<file path="src/sv/mtep_pkg.sv">
// Shared types and constants of the MIDI track event parser.
// No dependencies; imported by every module of the block.
package mtep_pkg;

	localparam int DELTA_BYTES_DEF = 4;
	localparam int TICK_BITS_DEF   = 32;
	localparam int NUM_CHAN        = 16;
	localparam int TDATA_W         = 160;

	typedef enum logic [3:0] {
		EK_NOTEOFF   = 4'd0,
		EK_NOTEON    = 4'd1,
		EK_POLYPRESS = 4'd2,
		EK_CONTROL   = 4'd3,
		EK_PROGRAM   = 4'd4,
		EK_CHANPRESS = 4'd5,
		EK_PITCH     = 4'd6,
		EK_TEMPO     = 4'd7,
		EK_ENDTRACK  = 4'd8,
		EK_OTHERMETA = 4'd9,
		EK_SYSEX     = 4'd10,
		EK_SYSCOMMON = 4'd11,
		EK_BADHEADER = 4'd12,
		EK_UNKNOWN   = 4'd13
	} event_kind_t;

	typedef enum logic [11:0] {
		PH_TAG    = 12'b0000_0000_0001,
		PH_LEN    = 12'b0000_0000_0010,
		PH_DELTA  = 12'b0000_0000_0100,
		PH_STATUS = 12'b0000_0000_1000,
		PH_CD1    = 12'b0000_0001_0000,
		PH_CD2    = 12'b0000_0010_0000,
		PH_MTYPE  = 12'b0000_0100_0000,
		PH_MLEN   = 12'b0000_1000_0000,
		PH_MDATA  = 12'b0001_0000_0000,
		PH_SYSEX  = 12'b0010_0000_0000,
		PH_SD1    = 12'b0100_0000_0000,
		PH_SD2    = 12'b1000_0000_0000
	} phase_t;

	// "MTrk"
	localparam logic [7:0] TAG_M = 8'd77;
	localparam logic [7:0] TAG_T = 8'd84;
	localparam logic [7:0] TAG_R = 8'd114;
	localparam logic [7:0] TAG_K = 8'd107;

	localparam logic [7:0] NOTE_NONE  = 8'd255;
	localparam logic [7:0] META_TEMPO = 8'd81;
	localparam logic [7:0] META_END   = 8'd47;
	localparam logic [7:0] ST_META    = 8'hFF;
	localparam logic [7:0] ST_SYSEX   = 8'hF0;
	localparam logic [7:0] ST_MTC     = 8'hF1;
	localparam logic [7:0] ST_SONGPOS = 8'hF2;
	localparam logic [7:0] ST_SONGSEL = 8'hF3;
	localparam logic [7:0] ST_TUNE    = 8'hF6;
	localparam logic [7:0] ST_EOX     = 8'hF7;

	typedef struct packed {
		event_kind_t  kind;
		logic [3:0]   channel;
		logic [7:0]   data_first;
		logic [7:0]   data_second;
		logic [27:0]  delta_ticks;
		logic [23:0]  tempo_value;
		logic [7:0]   meta_code;
		logic [7:0]   ended_note;
		logic [6:0]   ended_velocity;
		logic [31:0]  ended_ticks;
		logic [31:0]  chunk_length;
	} result_t;

	// parser -> channel table
	typedef struct packed {
		logic         add_en;   // delta done: add to sounding channels
		logic [27:0]  delta;
		logic         wr_en;    // note-on/off: load note and velocity
		logic         clr_ticks;
		logic [3:0]   ch;
		logic [7:0]   note;
		logic [6:0]   vel;
	} chan_cmd_t;

	// channel table -> parser, entry selected by chan_cmd_t.ch
	typedef struct packed {
		logic [7:0]   note;
		logic [6:0]   vel;
		logic [31:0]  ticks;
	} chan_rd_t;

endpackage

</file>
<file path="src/sv/mtep_chan_table.sv">
// Per-channel note, velocity and sounding-tick registers.
// Depends on mtep_pkg; driven by mtep_parser commands.
module mtep_chan_table import mtep_pkg::*; #(
	parameter int TICK_BITS = TICK_BITS_DEF
) (
	input  logic      clk,
	input  logic      arst_n,
	input  chan_cmd_t cmd,
	output chan_rd_t  rd
);

	localparam logic [32:0] TICK_MAX = (33'd1 << TICK_BITS) - 33'd1;

	logic [7:0]           note_q  [NUM_CHAN];
	logic [6:0]           vel_q   [NUM_CHAN];
	logic [TICK_BITS-1:0] ticks_q [NUM_CHAN];

	for (genvar c = 0; c < NUM_CHAN; c++) begin : g_chan
		logic [32:0] sum;
		logic        sel;

		assign sum = 33'(ticks_q[c]) + 33'(cmd.delta);
		assign sel = (cmd.ch == 4'(c));

		always_ff @(posedge clk or negedge arst_n) begin
			if (!arst_n) begin
				note_q[c]  <= NOTE_NONE;
				vel_q[c]   <= '0;
				ticks_q[c] <= '0;
			end else begin
				if (cmd.add_en && vel_q[c] != '0) begin
					ticks_q[c] <= (sum > TICK_MAX) ? TICK_MAX[TICK_BITS-1:0]
						: sum[TICK_BITS-1:0];
				end else if (cmd.clr_ticks && sel) begin
					ticks_q[c] <= '0;
				end
				if (cmd.wr_en && sel) begin
					note_q[c] <= cmd.note;
					vel_q[c]  <= cmd.vel;
				end
			end
		end
	end

	assign rd.note  = note_q[cmd.ch];
	assign rd.vel   = vel_q[cmd.ch];
	assign rd.ticks = 32'(ticks_q[cmd.ch]);

endmodule

</file>
<file path="src/sv/mtep_parser.sv">
// Byte-level track parser: phase machine, header/delta/meta accumulators.
// Depends on mtep_pkg; reads and updates mtep_chan_table through structs.
module mtep_parser import mtep_pkg::*; #(
	parameter int DELTA_BYTES = DELTA_BYTES_DEF
) (
	input  logic      clk,
	input  logic      arst_n,
	input  logic      step,
	input  logic [7:0] in_byte,
	input  chan_rd_t  rd,
	output logic      res_valid,
	output result_t   res,
	output chan_cmd_t cmd
);

	localparam logic [2:0] DELTA_LAST = 3'(DELTA_BYTES);

	phase_t      phase_q, phase_n;
	logic [2:0]  hdr_cnt_q, hdr_cnt_n;
	logic [31:0] len_q, len_n;
	logic [27:0] delta_q, delta_n;
	logic [2:0]  dcnt_q, dcnt_n;
	logic [7:0]  status_q, status_n;
	logic [7:0]  first_q, first_n;
	logic [7:0]  mtype_q, mtype_n;
	logic [7:0]  mleft_q, mleft_n;
	logic [23:0] tempo_q, tempo_n;

	logic        emit, do_chan, do_sysc, do_meta, do_start;
	logic [7:0]  ev_first, ev_second;
	logic [7:0]  tag_exp;
	event_kind_t chan_kind;

	always_comb begin
		unique case (hdr_cnt_q[1:0])
			2'd0: tag_exp = TAG_M;
			2'd1: tag_exp = TAG_T;
			2'd2: tag_exp = TAG_R;
			default: tag_exp = TAG_K;
		endcase
	end

	assign chan_kind = event_kind_t'({1'b0, status_q[6:4]});

	always_comb begin
		phase_n   = phase_q;
		hdr_cnt_n = hdr_cnt_q;
		len_n     = len_q;
		delta_n   = delta_q;
		dcnt_n    = dcnt_q;
		status_n  = status_q;
		first_n   = first_q;
		mtype_n   = mtype_q;
		mleft_n   = mleft_q;
		tempo_n   = tempo_q;
		emit      = 1'b0;
		do_chan   = 1'b0;
		do_sysc   = 1'b0;
		do_meta   = 1'b0;
		do_start  = 1'b0;
		ev_first  = first_q;
		ev_second = in_byte;

		res                = '0;
		res.kind           = EK_UNKNOWN;
		res.delta_ticks    = delta_q;
		res.ended_note     = NOTE_NONE;
		res.chunk_length   = len_q;

		cmd           = '0;
		cmd.ch        = status_q[3:0];
		cmd.delta     = delta_n;

		unique case (phase_q)
			PH_TAG: begin
				if (in_byte == tag_exp) begin
					if (hdr_cnt_q == 3'd3) begin
						phase_n   = PH_LEN;
						hdr_cnt_n = '0;
						len_n     = '0;
					end else begin
						hdr_cnt_n = hdr_cnt_q + 3'd1;
					end
				end else begin
					emit            = 1'b1;
					delta_n         = '0;
					res.kind        = EK_BADHEADER;
					res.delta_ticks = '0;
					res.meta_code   = in_byte;
					hdr_cnt_n       = (in_byte == TAG_M) ? 3'd1 : 3'd0;
				end
			end
			PH_LEN: begin
				len_n = {len_q[23:0], in_byte};
				if (hdr_cnt_q == 3'd3) begin
					hdr_cnt_n = '0;
					do_start  = 1'b1;
				end else begin
					hdr_cnt_n = hdr_cnt_q + 3'd1;
				end
			end
			PH_DELTA: begin
				delta_n = {delta_q[20:0], in_byte[6:0]};
				dcnt_n  = dcnt_q + 3'd1;
				if (!in_byte[7] || dcnt_n >= DELTA_LAST) begin
					// channels add the completed delta, this byte included
					cmd.delta  = delta_n;
					cmd.add_en = step;
					phase_n    = PH_STATUS;
				end
			end
			PH_STATUS: begin
				if (!in_byte[7]) begin
					// running status is not supported
					emit           = 1'b1;
					res.data_first = in_byte;
					do_start       = 1'b1;
				end else begin
					status_n = in_byte;
					first_n  = '0;
					if (in_byte < ST_SYSEX) begin
						phase_n = PH_CD1;
					end else begin
						unique case (in_byte)
							ST_META: phase_n = PH_MTYPE;
							ST_SYSEX: phase_n = PH_SYSEX;
							ST_MTC, ST_SONGPOS, ST_SONGSEL: phase_n = PH_SD1;
							ST_TUNE, ST_EOX: begin
								do_sysc   = 1'b1;
								ev_first  = '0;
								ev_second = '0;
							end
							default: begin
								emit          = 1'b1;
								res.meta_code = in_byte;
								do_start      = 1'b1;
							end
						endcase
					end
				end
			end
			PH_CD1: begin
				first_n = in_byte;
				if (status_q[7:5] == 3'b110) begin
					// program and channel pressure carry one byte
					do_chan   = 1'b1;
					ev_first  = in_byte;
					ev_second = '0;
				end else begin
					phase_n = PH_CD2;
				end
			end
			PH_CD2: begin
				do_chan = 1'b1;
			end
			PH_MTYPE: begin
				mtype_n = in_byte;
				phase_n = PH_MLEN;
			end
			PH_MLEN: begin
				mleft_n = in_byte;
				tempo_n = '0;
				if (in_byte == '0) do_meta = 1'b1;
				else phase_n = PH_MDATA;
			end
			PH_MDATA: begin
				tempo_n = {tempo_q[15:0], in_byte};
				mleft_n = mleft_q - 8'd1;
				if (mleft_n == '0) do_meta = 1'b1;
			end
			PH_SYSEX: begin
				if (in_byte == ST_EOX) begin
					emit          = 1'b1;
					res.kind      = EK_SYSEX;
					res.meta_code = status_q;
					do_start      = 1'b1;
				end
			end
			PH_SD1: begin
				first_n = in_byte;
				if (status_q == ST_SONGPOS) begin
					phase_n = PH_SD2;
				end else begin
					do_sysc   = 1'b1;
					ev_first  = in_byte;
					ev_second = '0;
				end
			end
			PH_SD2: begin
				do_sysc = 1'b1;
			end
			default: begin
				phase_n   = PH_TAG;
				hdr_cnt_n = '0;
			end
		endcase

		if (do_chan) begin
			emit            = 1'b1;
			do_start        = 1'b1;
			res.kind        = chan_kind;
			res.channel     = status_q[3:0];
			res.data_first  = ev_first;
			res.data_second = ev_second;
			if (chan_kind == EK_NOTEOFF) begin
				res.ended_note     = rd.note;
				res.ended_velocity = rd.vel;
				res.ended_ticks    = rd.ticks;
				cmd.clr_ticks      = step;
			end
			cmd.wr_en = step && (chan_kind == EK_NOTEOFF || chan_kind == EK_NOTEON);
			cmd.note  = ev_first;
			cmd.vel   = ev_second[6:0];
		end

		if (do_sysc) begin
			emit            = 1'b1;
			do_start        = 1'b1;
			res.kind        = EK_SYSCOMMON;
			res.data_first  = ev_first;
			res.data_second = ev_second;
			// a status taken in this very request is not in status_q yet
			res.meta_code   = (phase_q == PH_STATUS) ? in_byte : status_q;
		end

		if (do_meta) begin
			emit          = 1'b1;
			res.meta_code = mtype_q;
			if (mtype_q == META_TEMPO) begin
				res.kind        = EK_TEMPO;
				res.tempo_value = tempo_n;
				do_start        = 1'b1;
			end else if (mtype_q == META_END) begin
				res.kind  = EK_ENDTRACK;
				phase_n   = PH_TAG;
				hdr_cnt_n = '0;
			end else begin
				res.kind = EK_OTHERMETA;
				do_start = 1'b1;
			end
		end

		if (do_start) begin
			phase_n = PH_DELTA;
			delta_n = '0;
			dcnt_n  = '0;
		end
	end

	assign res_valid = step && emit;

	always_ff @(posedge clk or negedge arst_n) begin
		if (!arst_n) begin
			phase_q   <= PH_TAG;
			hdr_cnt_q <= '0;
			len_q     <= '0;
			delta_q   <= '0;
			dcnt_q    <= '0;
			status_q  <= '0;
			first_q   <= '0;
			mtype_q   <= '0;
			mleft_q   <= '0;
			tempo_q   <= '0;
		end else if (step) begin
			phase_q   <= phase_n;
			hdr_cnt_q <= hdr_cnt_n;
			len_q     <= len_n;
			delta_q   <= delta_n;
			dcnt_q    <= dcnt_n;
			status_q  <= status_n;
			first_q   <= first_n;
			mtype_q   <= mtype_n;
			mleft_q   <= mleft_n;
			tempo_q   <= tempo_n;
		end
	end

endmodule

</file>
<file path="src/sv/midi_track_event_parser_unit.sv">
// MIDI track chunk parser, one byte per request.
// Input: s_axis carries raw track bytes ("MTrk", 32-bit length, events).
// Output: m_axis carries at most one decoded event per input byte; bytes
// inside an event (delta, data, meta payload) produce nothing.
// Pipeline: input register -> single-pass decode -> result register.
// A byte accepted on s_axis is held in the input register and its event
// is registered in the result register. Throughput: one byte per cycle
// unless m_axis stalls; decode and 16-channel tick update share the cycle.
// A bad tag byte gives a badheader event; endtrack rearms the tag search.
// Reset: clears the parser to tag search, channel notes to none (255),
// velocities and tick counts to zero; all 16 channels are empty.
// Stall: while a result waits on m_axis, a byte in the input register
// is held, with s_axis_tready low, until the result is taken.
// Depends on mtep_pkg, mtep_parser and mtep_chan_table.
module midi_track_event_parser_unit import mtep_pkg::*; #(
	parameter int DELTA_BYTES = DELTA_BYTES_DEF,
	parameter int TICK_BITS   = TICK_BITS_DEF
) (
	input  logic               clk,
	input  logic               arst_n,
	input  logic               s_axis_tvalid,
	output logic               s_axis_tready,
	input  logic [7:0]         s_axis_tdata,   // byte_in
	output logic               m_axis_tvalid,
	input  logic               m_axis_tready,
	// channel, data_first, data_second, delta_ticks, tempo_value, meta_code,
	// ended_note, ended_velocity, ended_ticks, chunk_length, zero pad
	output logic [TDATA_W-1:0] m_axis_tdata,
	output logic [3:0]         m_axis_tuser    // event_kind
);

	logic       in_valid_s1;
	logic [7:0] byte_s1;
	logic       advance;
	logic       res_valid;
	result_t    res;
	chan_cmd_t  cmd;
	chan_rd_t   rd;
	logic       out_valid_q;
	result_t    out_q;

	assign advance       = in_valid_s1 && (!out_valid_q || m_axis_tready);
	assign s_axis_tready = !in_valid_s1 || advance;

	always_ff @(posedge clk or negedge arst_n) begin
		if (!arst_n) begin
			in_valid_s1 <= 1'b0;
		end else if (s_axis_tvalid && s_axis_tready) begin
			in_valid_s1 <= 1'b1;
		end else if (advance) begin
			in_valid_s1 <= 1'b0;
		end
	end

	always_ff @(posedge clk) begin
		if (s_axis_tvalid && s_axis_tready) byte_s1 <= s_axis_tdata;
	end

	mtep_parser #(
		.DELTA_BYTES(DELTA_BYTES)
	) u_parser (
		.clk      (clk),
		.arst_n   (arst_n),
		.step     (advance),
		.in_byte  (byte_s1),
		.rd       (rd),
		.res_valid(res_valid),
		.res      (res),
		.cmd      (cmd)
	);

	mtep_chan_table #(
		.TICK_BITS(TICK_BITS)
	) u_chan (
		.clk   (clk),
		.arst_n(arst_n),
		.cmd   (cmd),
		.rd    (rd)
	);

	always_ff @(posedge clk or negedge arst_n) begin
		if (!arst_n) begin
			out_valid_q <= 1'b0;
		end else if (res_valid) begin
			out_valid_q <= 1'b1;
		end else if (m_axis_tready) begin
			out_valid_q <= 1'b0;
		end
	end

	always_ff @(posedge clk) begin
		if (res_valid) out_q <= res;
	end

	assign m_axis_tvalid = out_valid_q;
	assign m_axis_tuser  = out_q.kind;
	assign m_axis_tdata  = {1'b0, out_q.chunk_length, out_q.ended_ticks,
		out_q.ended_velocity, out_q.ended_note, out_q.meta_code,
		out_q.tempo_value, out_q.delta_ticks, out_q.data_second,
		out_q.data_first, out_q.channel};

endmodule

</file>
<file path="config.mk">
export PLATFORM = sky130hd
export DESIGN_NAME = midi_track_event_parser_unit
export DESIGN_NICKNAME = d
export VERILOG_FILES = /design/src/sv/mtep_pkg.sv /design/src/sv/mtep_chan_table.sv /design/src/sv/mtep_parser.sv /design/src/sv/midi_track_event_parser_unit.sv
export SDC_FILE = /design/constraint.sdc
export NUM_CORES = 2
export LEC_CHECK = 0
export BUFFER_PORTS_ARGS = -buffer_cell sky130_fd_sc_hd__clkbuf_2
export CAP_MARGIN = 30
export CORE_MARGIN = 3
export CORE_UTILIZATION = 40
export DETAILED_ROUTE_END_ITERATION = 12
export SETUP_SLACK_MARGIN = 0.02
export SLEW_MARGIN = 10
export SYNTH_ARGS = -nofsm -noshare
export SYNTH_HDL_FRONTEND = slang
export SYNTH_SLANG_ARGS = --single-unit
</file>
<file path="constraint.sdc">
create_clock -name clk -period 9.7 [get_ports clk]
set_input_delay 1.455 -clock clk [delete_from_list [all_inputs] [get_ports clk]]
set_output_delay 1.455 -clock clk [all_outputs]
set_load 0.01 [all_outputs]
</file>
Word level (Yosys, flattened, before mapping):

Index checks and enable logic that the tools add are counted.
W data, S select, Z words.

* memories kept: 0
* output and inout port bits: 166
* bits in writable memories: 0
* latch bits: 0
* register bits after elaboration: 1059
* ROM bits: 0
* input bits: 12

* bitwise logic cells: 1
* add/sub/neg operators: 19
* multiply operators: 0
* $lt $le $gt $ge: 19
* divide/modulo/power cells: 0
* shifts and indexed selects: 0
* reduce and logical (&&, ||, !) cells: 118
* eq/ne operators: 47
* mux-type cells: 159

Operators with widths (number)
* $mux W32: 52
* $add A32 B28 Y33: 16
* $gt A33 B32 Y1 const B: 16
* $mux W8: 22
* $mux W12: 12
* $bmux W32 S4: 1
* $reduce_bool A7 Y1: 16
* $pmux W12 S8: 1
* $mux W28: 3
* $pmux W8 S3: 3
* $eq A8 B8 Y1 const B: 8
* $pmux W32 S2: 1
* $mux W29: 2
* $pmux W28 S2: 1
* $logic_and A1 B1 Y1: 52
* $pmux W24 S2: 1
* $reduce_bool A2 Y1: 22
* $pmux W12 S3: 1
* $bmux W8 S4: 1
* $eq A4 B4 Y1 const B: 8
* $pmux W8 S2: 2
* $mux W1: 29
* $bmux W7 S4: 1
* $mux W24: 1
* 56 further kinds: 91

Longest topological paths before layout:

* word-level depth: 13
* mapped depth: 22
* gate-level depth less buffers: 17

By module:

Synthesis repeated with hierarchy kept, for this count alone.

* cells, all modules: 6514
* area, all modules: 69703.1 um^2

Modules (own cells, without submodules)
* mtep_chan_table: instances 1, cells an instance 5445, area each 56369.1 um^2, seq. area each 18978.2 um^2
* mtep_parser: instances 1, cells an instance 888, area each 8084.0 um^2, seq. area each 3354.5 um^2
* midi_track_event_parser_unit: instances 1, cells an instance 181, area each 5250.0 um^2, seq. area each 5185.0 um^2

Worst setup path before layout:

Ideal clock, no wire load.

* path type: reg-to-reg
* from: register u_parser.phase_q[3]
* to: register out_q, in the netlist m_axis_tdata[0] (enable)
* path buffers: 2
* required time: 9012 ps
* library setup time: 688 ps
* arrival: 9066 ps
* path slack: -54 ps
* cell stages (with the launch flop): 9
* cells stage by stage: dfrtp_1 > buf_6 > or4_4 > nor4_2 > nand3_1 > o21ai_2 > clkbuf_1 > nor2_1 > nor2_1

* word-level cells in the longest chain between the ends: 6

Ends and longest elaborated chain
* from (decl): RTL line mtep_parser.sv:18 `phase_t phase_q, phase_n;`
* from (signal assigned): RTL line mtep_parser.sv:265 `phase_q <= phase_n;`
* $eq A12 B10 Y1 (tied with other cells): RTL line mtep_parser.sv:74 `unique case (phase_q)`
* $pmux W1 S3 or $pmux W1 S2 (tied branches): RTL line mtep_parser.sv:74
* $mux W1: RTL line mtep_parser.sv:198 `if (do_chan) begin`
* $mux W1: RTL line mtep_parser.sv:216 `if (do_sysc) begin`
* $mux W1 (*): RTL line mtep_parser.sv:226 `if (do_meta) begin`
* $logic_and A1 B1 Y1 (*): RTL line mtep_parser.sv:250 `assign res_valid = step && emit;`
* via res_valid: RTL line midi_track_event_parser_unit.sv:35 `logic res_valid;`
* to (signal assigned): RTL line midi_track_event_parser_unit.sv:92 `if (res_valid) out_q <= res;`
* to (decl): RTL line midi_track_event_parser_unit.sv:40 `result_t out_q;`

The timed path passes the listed nets; every way through them passes the cells marked *.
A chain may end at the register's enable or synchronous reset.

Worst setup path in the final report:

* from: register u_parser.phase_q[8]
* to: register u_chan.ticks_q[347] in the netlist's numbering

* word-level cells in the longest chain between the ends: 6

Ends and longest elaborated chain
* $eq A12 B3 Y1: RTL line mtep_parser.sv:74
* $mux W29: RTL line mtep_parser.sv:74
* $add A32 B28 Y33: RTL line mtep_chan_table.sv:22 `assign sum = 33'(ticks_q[c]) + 33'(cmd.delta);`
* $gt A33 B32 Y1: RTL line mtep_chan_table.sv:32 `ticks_q[c] <= (sum > TICK_MAX) ? TICK_MAX[TICK_BITS-1:0]`
* $mux W32: RTL line mtep_chan_table.sv:32
* $mux W32: RTL line mtep_chan_table.sv:31 `if (cmd.add_en && vel_q[c] != '0) begin`
* to (signal, indexed assignment): RTL line mtep_chan_table.sv:32
* to (decl): RTL line mtep_chan_table.sv:16 `logic [TICK_BITS-1:0] ticks_q [NUM_CHAN];`

Parallel ways exist; a longest one is shown, timed or not.

==> impl_table.tex <==
\begin{tabular}{lr}
\hline
Metric & Value \\
\hline
\multicolumn{2}{l}{\textbf{Status}} \\
\quad Result of the run & completed \\
\multicolumn{2}{l}{\textbf{Layout}} \\
\quad Commonest cells after routing, fill and taps aside & 1,144 x sky130\_fd\_sc\_hd\_\_nand2\_1, 755 x sky130\_fd\_sc\_hd\_\_dfrtp\_1, 670 x sky130\_fd\_sc\_hd\_\_o21ai\_0, 551 x sky130\_fd\_sc\_hd\_\_ha\_1, 488 x sky130\_fd\_sc\_hd\_\_a21oi\_1 \\
\quad Layout Cell Area excl Fill & 79,500 um2 \\
\quad Count of non-filler cells in the finished layout & 9,903 \\
\quad Ratio of cells with drive above 1 in the final layout & a little over an eighth \\
\quad Most common library cell in the layout ignoring fill and taps & sky130\_fd\_sc\_hd\_\_nand2\_1 \\
\quad Synth-to-Final Area Change & 12.0\% \\
\quad Final core area utilization & between 40\% and 50\% \\
\quad Final net count & 8,045 \\
\multicolumn{2}{l}{\textbf{GRT}} \\
\quad Number of antenna violations at the first check in global routing & 10 \\
\quad Number of global-route vias before repair & between 50,000 and 60,000 \\
\quad Grt total ovfl & 0 \\
\quad Wire length of the first global-routing pass & about 340 mm \\
\quad Pin count of the biggest net entering global routing & about 140 \\
\quad Aggregate global-route resource usage & 23.5\% \\
\multicolumn{2}{l}{\textbf{Floorplan}} \\
\quad Die span in y & between 400 and 500 um \\
\quad Die width & 427 um \\
\quad Ports placed on the boundary & roughly 180 \\
\quad Die Outline Area & approximately 180,000 um2 \\
\quad Row count & around 150 \\
\quad Initial core utilization & between 40\% and 50\% \\
\quad Core region area & between 150,000 and 200,000 um2 \\
\multicolumn{2}{l}{\textbf{Routing}} \\
\quad Wire length reported by the detailed router & about 220 mm \\
\quad DR iter-0 viols & roughly 4,500 \\
\quad Length of the first detailed-routing pass in iterations & 6 \\
\quad Detail-routed via count per cell & 5.96 \\
\quad Via Count & 59,000 \\
\quad Post-route antenna net violation count & 0 \\
\quad Wirelength per Cell & 22.1 um \\
\quad DRC viols & 0 \\
\multicolumn{2}{l}{\textbf{Clocking}} \\
\quad Clock tree sinks & between 1,000 and 1,500 \\
\quad Buffer type at the clock tree root & sky130\_fd\_sc\_hd\_\_clkbuf\_16 \\
\quad Clock latency reported for the late side of the worst-skew pair & approximately 800 ps \\
\quad Clock-pin slew on the worst setup and hold paths & 60 ps \\
\quad Maximum clock insertion buffer count & 3 \\
\quad Cts bufs inserted & 131 \\
\quad Number of gates resized after cts & 0 \\
\quad TritonCTS clock tree & yes \\
\quad Post-CTS setup buffer count & 0 \\
\quad Post-CTS Hold Fix Bufs & 0 \\
\quad Htree depth & 4 \\
\multicolumn{2}{l}{\textbf{Timing}} \\
\quad Hold violation total from the final report & 0 \\
\quad Shortest period the worst path allows & between 6000 and 7000 ps \\
\quad Worst Tran Pin Value & 979 ps \\
\quad Total setup violations reported at the end of the flow & 0 \\
\quad Total Neg Setup Slack & 0 ps \\
\quad Final setup margin & about 3400 ps \\
\quad RSZ-0062 raised after global routing & no \\
\quad Final period utilization & 65.4\% \\
\quad Final Skew & about 66 ps \\
\quad Max-slew violations & 0 \\
\quad Tightest slew margin relative to the limit & 34.5\% \\
\quad Fmax achieved & between 150 and 200 MHz \\
\multicolumn{2}{l}{\textbf{Placed design}} \\
\quad Number of placed cells counting well taps & 9,647 \\
\quad Count of buffers from port buffering & between 150 and 200 \\
\quad Global placer's final weighted congestion & between 0.9 and 1 \\
\quad Worst setup timing slack at the placement stage & between 3000 and 4000 ps \\
\quad Placed inst area & roughly 75,000 um2 \\
\quad Hpwl dp & 163 mm \\
\multicolumn{2}{l}{\textbf{Critical path}} \\
\quad Endpoint of the worst setup timing path & u\_chan.ticks\_q[347]\$\_DFFE\_PN0P\_ \\
\quad Crit. End Element & flip-flop \\
\quad Setup Crit Path Kind & flip-flop to flip-flop \\
\quad Cells on worst reg2reg path & 17 \\
\quad Required time reported for the critical path endpoint & 10,370 ps \\
\quad Reg-to-reg endpoint & u\_chan.ticks\_q[347]\$\_DFFE\_PN0P\_ \\
\quad Critical Path Start & u\_parser.phase\_q[8]\$\_DFFE\_PN0P\_ \\
\quad Signal arrival time at the worst endpoint & approximately 7000 ps \\
\quad Startpoint of the most critical register-to-register path & u\_parser.phase\_q[8]\$\_DFFE\_PN0P\_ \\
\quad Nature of the critical path startpoint & flip-flop \\
\quad Maximum fanout along the worst path & 32 \\
\quad Register-to-register setup slack & $\sim$3400 ps \\
\multicolumn{2}{l}{\textbf{Power}} \\
\quad P\_leak & approximately 38 nW \\
\quad Maximum vdd ir drop & roughly 0.13 mV \\
\quad Power density cells & about 150 nW/um2 \\
\multicolumn{2}{l}{\textbf{Min path}} \\
\quad Worst hold path type & flip-flop to flip-flop \\
\quad Startpoint of the worst hold path & u\_parser.len\_q[26]\$\_DFFE\_PN0P\_ \\
\multicolumn{2}{l}{\textbf{Synth}} \\
\quad Mapped Area & roughly 70,000 um2 \\
\quad Post-synth EDFFs & roughly 170 \\
\quad Warnings from Yosys & 0 \\
\quad Share of async-settable or async-resettable flops after synthesis & a little over four fifths \\
\quad Dominant cell type by area after synthesis & sky130\_fd\_sc\_hd\_\_dfrtp\_1 \\
\quad Biggest area contributors in the synthesized netlist & sky130\_fd\_sc\_hd\_\_dfrtp\_1 27\%, sky130\_fd\_sc\_hd\_\_ha\_1 9.7\%, sky130\_fd\_sc\_hd\_\_mux4\_2 7.5\% \\
\quad Sequential fraction of the synthesis area & approximately two fifths \\
\quad Dominant synthesized flop cell & sky130\_fd\_sc\_hd\_\_dfrtp\_1 \\
\quad Synthesized area per cell & about 9.6 um2 \\
\quad Post-Syn Instances & 7,399 \\
\quad Flip-flop and latch count after synthesis & approximately 1,100 \\
\quad Distinct cell type count of the synthesized netlist & 97 \\
\quad Fraction of synthesized cell area taken by the top area cell type & a little over a quarter \\
\quad Syn nets & approximately 8,000 \\
\multicolumn{2}{l}{\textbf{Flow run}} \\
\quad Number of max-capacitance violations reported & 0 \\
\hline
\end{tabular}
==> stage by stage <==
step / hold WS, ps / total power (W)
finish: 446 / 0.0116
global route: 457 / 0.0120
CTS: 443 / 0.0117
detailed placement: 434 / 0.00633
global placement: 433 / 0.00631
floorplan: 425 / 0.00575
==> flip-flops by register name, indices dropped and copies added (netlist names) <==
| signal | count |
|---|---|
| u_parser.hdr_cnt_q | 3 |
| u_chan.ticks_q | 512 |
| u_parser.len_q | 32 |
| u_chan.vel_q | 112 |
| u_parser.delta_q | 28 |
| u_parser.mleft_q | 8 |
| m_axis_tdata | 159 |
| m_axis_tvalid | 1 |
| u_parser.mtype_q | 8 |
| u_parser.tempo_q | 24 |
| u_chan.note_q | 128 |
| u_parser.status_q | 8 |
| in_valid_s1 | 1 |
| m_axis_tuser | 4 |
| u_parser.first_q | 8 |
| byte_s1 | 8 |
| u_parser.phase_q | 12 |
| u_parser.dcnt_q | 3 |
==> logic make-up after synthesis <==
| kind of cell | Yosys count | share of synthesized area (%) |
|---|---|---|
| compound gates | 2199 | 19.6 |
| xor+xnor | 399 | 4.92 |
| fa+ha+maj | 567 | 10.2 |
| buf+inv | 500 | 2.71 |
| flops | 1059 | 38.8 |
| mux | 289 | 8.30 |
| other cells | 1 | 0.00528 |
| simple gates | 2385 | 15.5 |
==> cell type report <==
cell class / count / area (um2)
multi-input cells: 5840 / 41600
diodes: 4 / 10.0
inverters: 123 / 462
clock inverters: 61 / 1010
well taps: 2325 / 2910
clock buffers: 180 / 3700
repair buffers: 311 / 2250
flip-flops and latches: 1059 / 27500
fillers: 16400 / 95600
==> per-layer routing <==
| metal | wire [um] | vias up | track usage (%) |
|---|---|---|---|
| li1 | - | 27600 | - |
| met1 | 95400 | 29200 | 32.0 |
| met2 | 102000 | 1879 | 37.9 |
| met3 | 14700 | 327 | 3.72 |
| met4 | 6910 | 0 | 8.00 |
| met5 | 0 | - | 0 |
==> worst min path at each step <==
stage | endpoint | cells past startpoint | slack (ps)
global route | m_axis_tdata[154]$_DFFE_PP_ | 0 | 460
CTS | m_axis_tdata[155]$_DFFE_PP_ | 0 | 440
floorplan | m_axis_tdata[151]$_DFFE_PP_ | 0 | 420
detailed placement | m_axis_tdata[155]$_DFFE_PP_ | 0 | 430
finish | m_axis_tdata[153]$_DFFE_PP_ | 0 | 450
global placement | m_axis_tdata[153]$_DFFE_PP_ | 0 | 430
==> critical path, stage by stage (launching register included) <==
cell and delay (ps):
sky130_fd_sc_hd__dfrtp_1 500, sky130_fd_sc_hd__or4_1 680, sky130_fd_sc_hd__nor3_1 250, sky130_fd_sc_hd__nand4b_1 120, sky130_fd_sc_hd__buf_4 270, sky130_fd_sc_hd__mux2_2 560, sky130_fd_sc_hd__ha_1 330, sky130_fd_sc_hd__fa_1 440
sky130_fd_sc_hd__a21oi_1 140, sky130_fd_sc_hd__nor2b_1 80, sky130_fd_sc_hd__a31o_2 280, sky130_fd_sc_hd__a21oi_1 340, sky130_fd_sc_hd__o21ai_0 400, sky130_fd_sc_hd__a2bb2oi_1 370, sky130_fd_sc_hd__o21ai_0 250, sky130_fd_sc_hd__a221oi_1 650
sky130_fd_sc_hd__nor2_1 120, sky130_fd_sc_hd__a221o_1 340
==> Yosys cell counts, types with 29 or more instances <==
library cell,number
sky130_fd_sc_hd__a211oi_1,48
sky130_fd_sc_hd__a21o_1,210
sky130_fd_sc_hd__a21oi_1,495
sky130_fd_sc_hd__a22o_1,88
sky130_fd_sc_hd__a22oi_1,128
sky130_fd_sc_hd__a31oi_1,92
sky130_fd_sc_hd__and2_1,80
sky130_fd_sc_hd__and3_1,59
sky130_fd_sc_hd__buf_1,34
sky130_fd_sc_hd__clkbuf_1,329
sky130_fd_sc_hd__dfrtp_1,759
sky130_fd_sc_hd__dfstp_2,129
sky130_fd_sc_hd__edfxtp_1,171
sky130_fd_sc_hd__ha_1,551
sky130_fd_sc_hd__inv_1,122
sky130_fd_sc_hd__mux2_2,46
sky130_fd_sc_hd__mux4_2,235
sky130_fd_sc_hd__nand2_1,1144
sky130_fd_sc_hd__nand2b_1,50
sky130_fd_sc_hd__nand3_1,257
sky130_fd_sc_hd__nand4_1,82
sky130_fd_sc_hd__nor2_1,350
sky130_fd_sc_hd__nor2b_1,84
sky130_fd_sc_hd__nor3_1,76
sky130_fd_sc_hd__nor4_1,34
sky130_fd_sc_hd__o211ai_1,109
sky130_fd_sc_hd__o21a_1,49
sky130_fd_sc_hd__o21ai_0,671
sky130_fd_sc_hd__o21bai_1,65
sky130_fd_sc_hd__or2_2,34
sky130_fd_sc_hd__or4_1,29
sky130_fd_sc_hd__xnor2_1,236
sky130_fd_sc_hd__xor2_1,163
==> power breakdown <==
part | switching [W] | internal, W | leakage, nW
Clock | 0.00215 | 0.00317 | 2.27
Sequential | 0.000149 | 0.00487 | 13.5
Combinational | 0.000861 | 0.000390 | 21.7
Total | 0.00316 | 0.00843 | 37.5
Power figures use the tool's default switching activity.
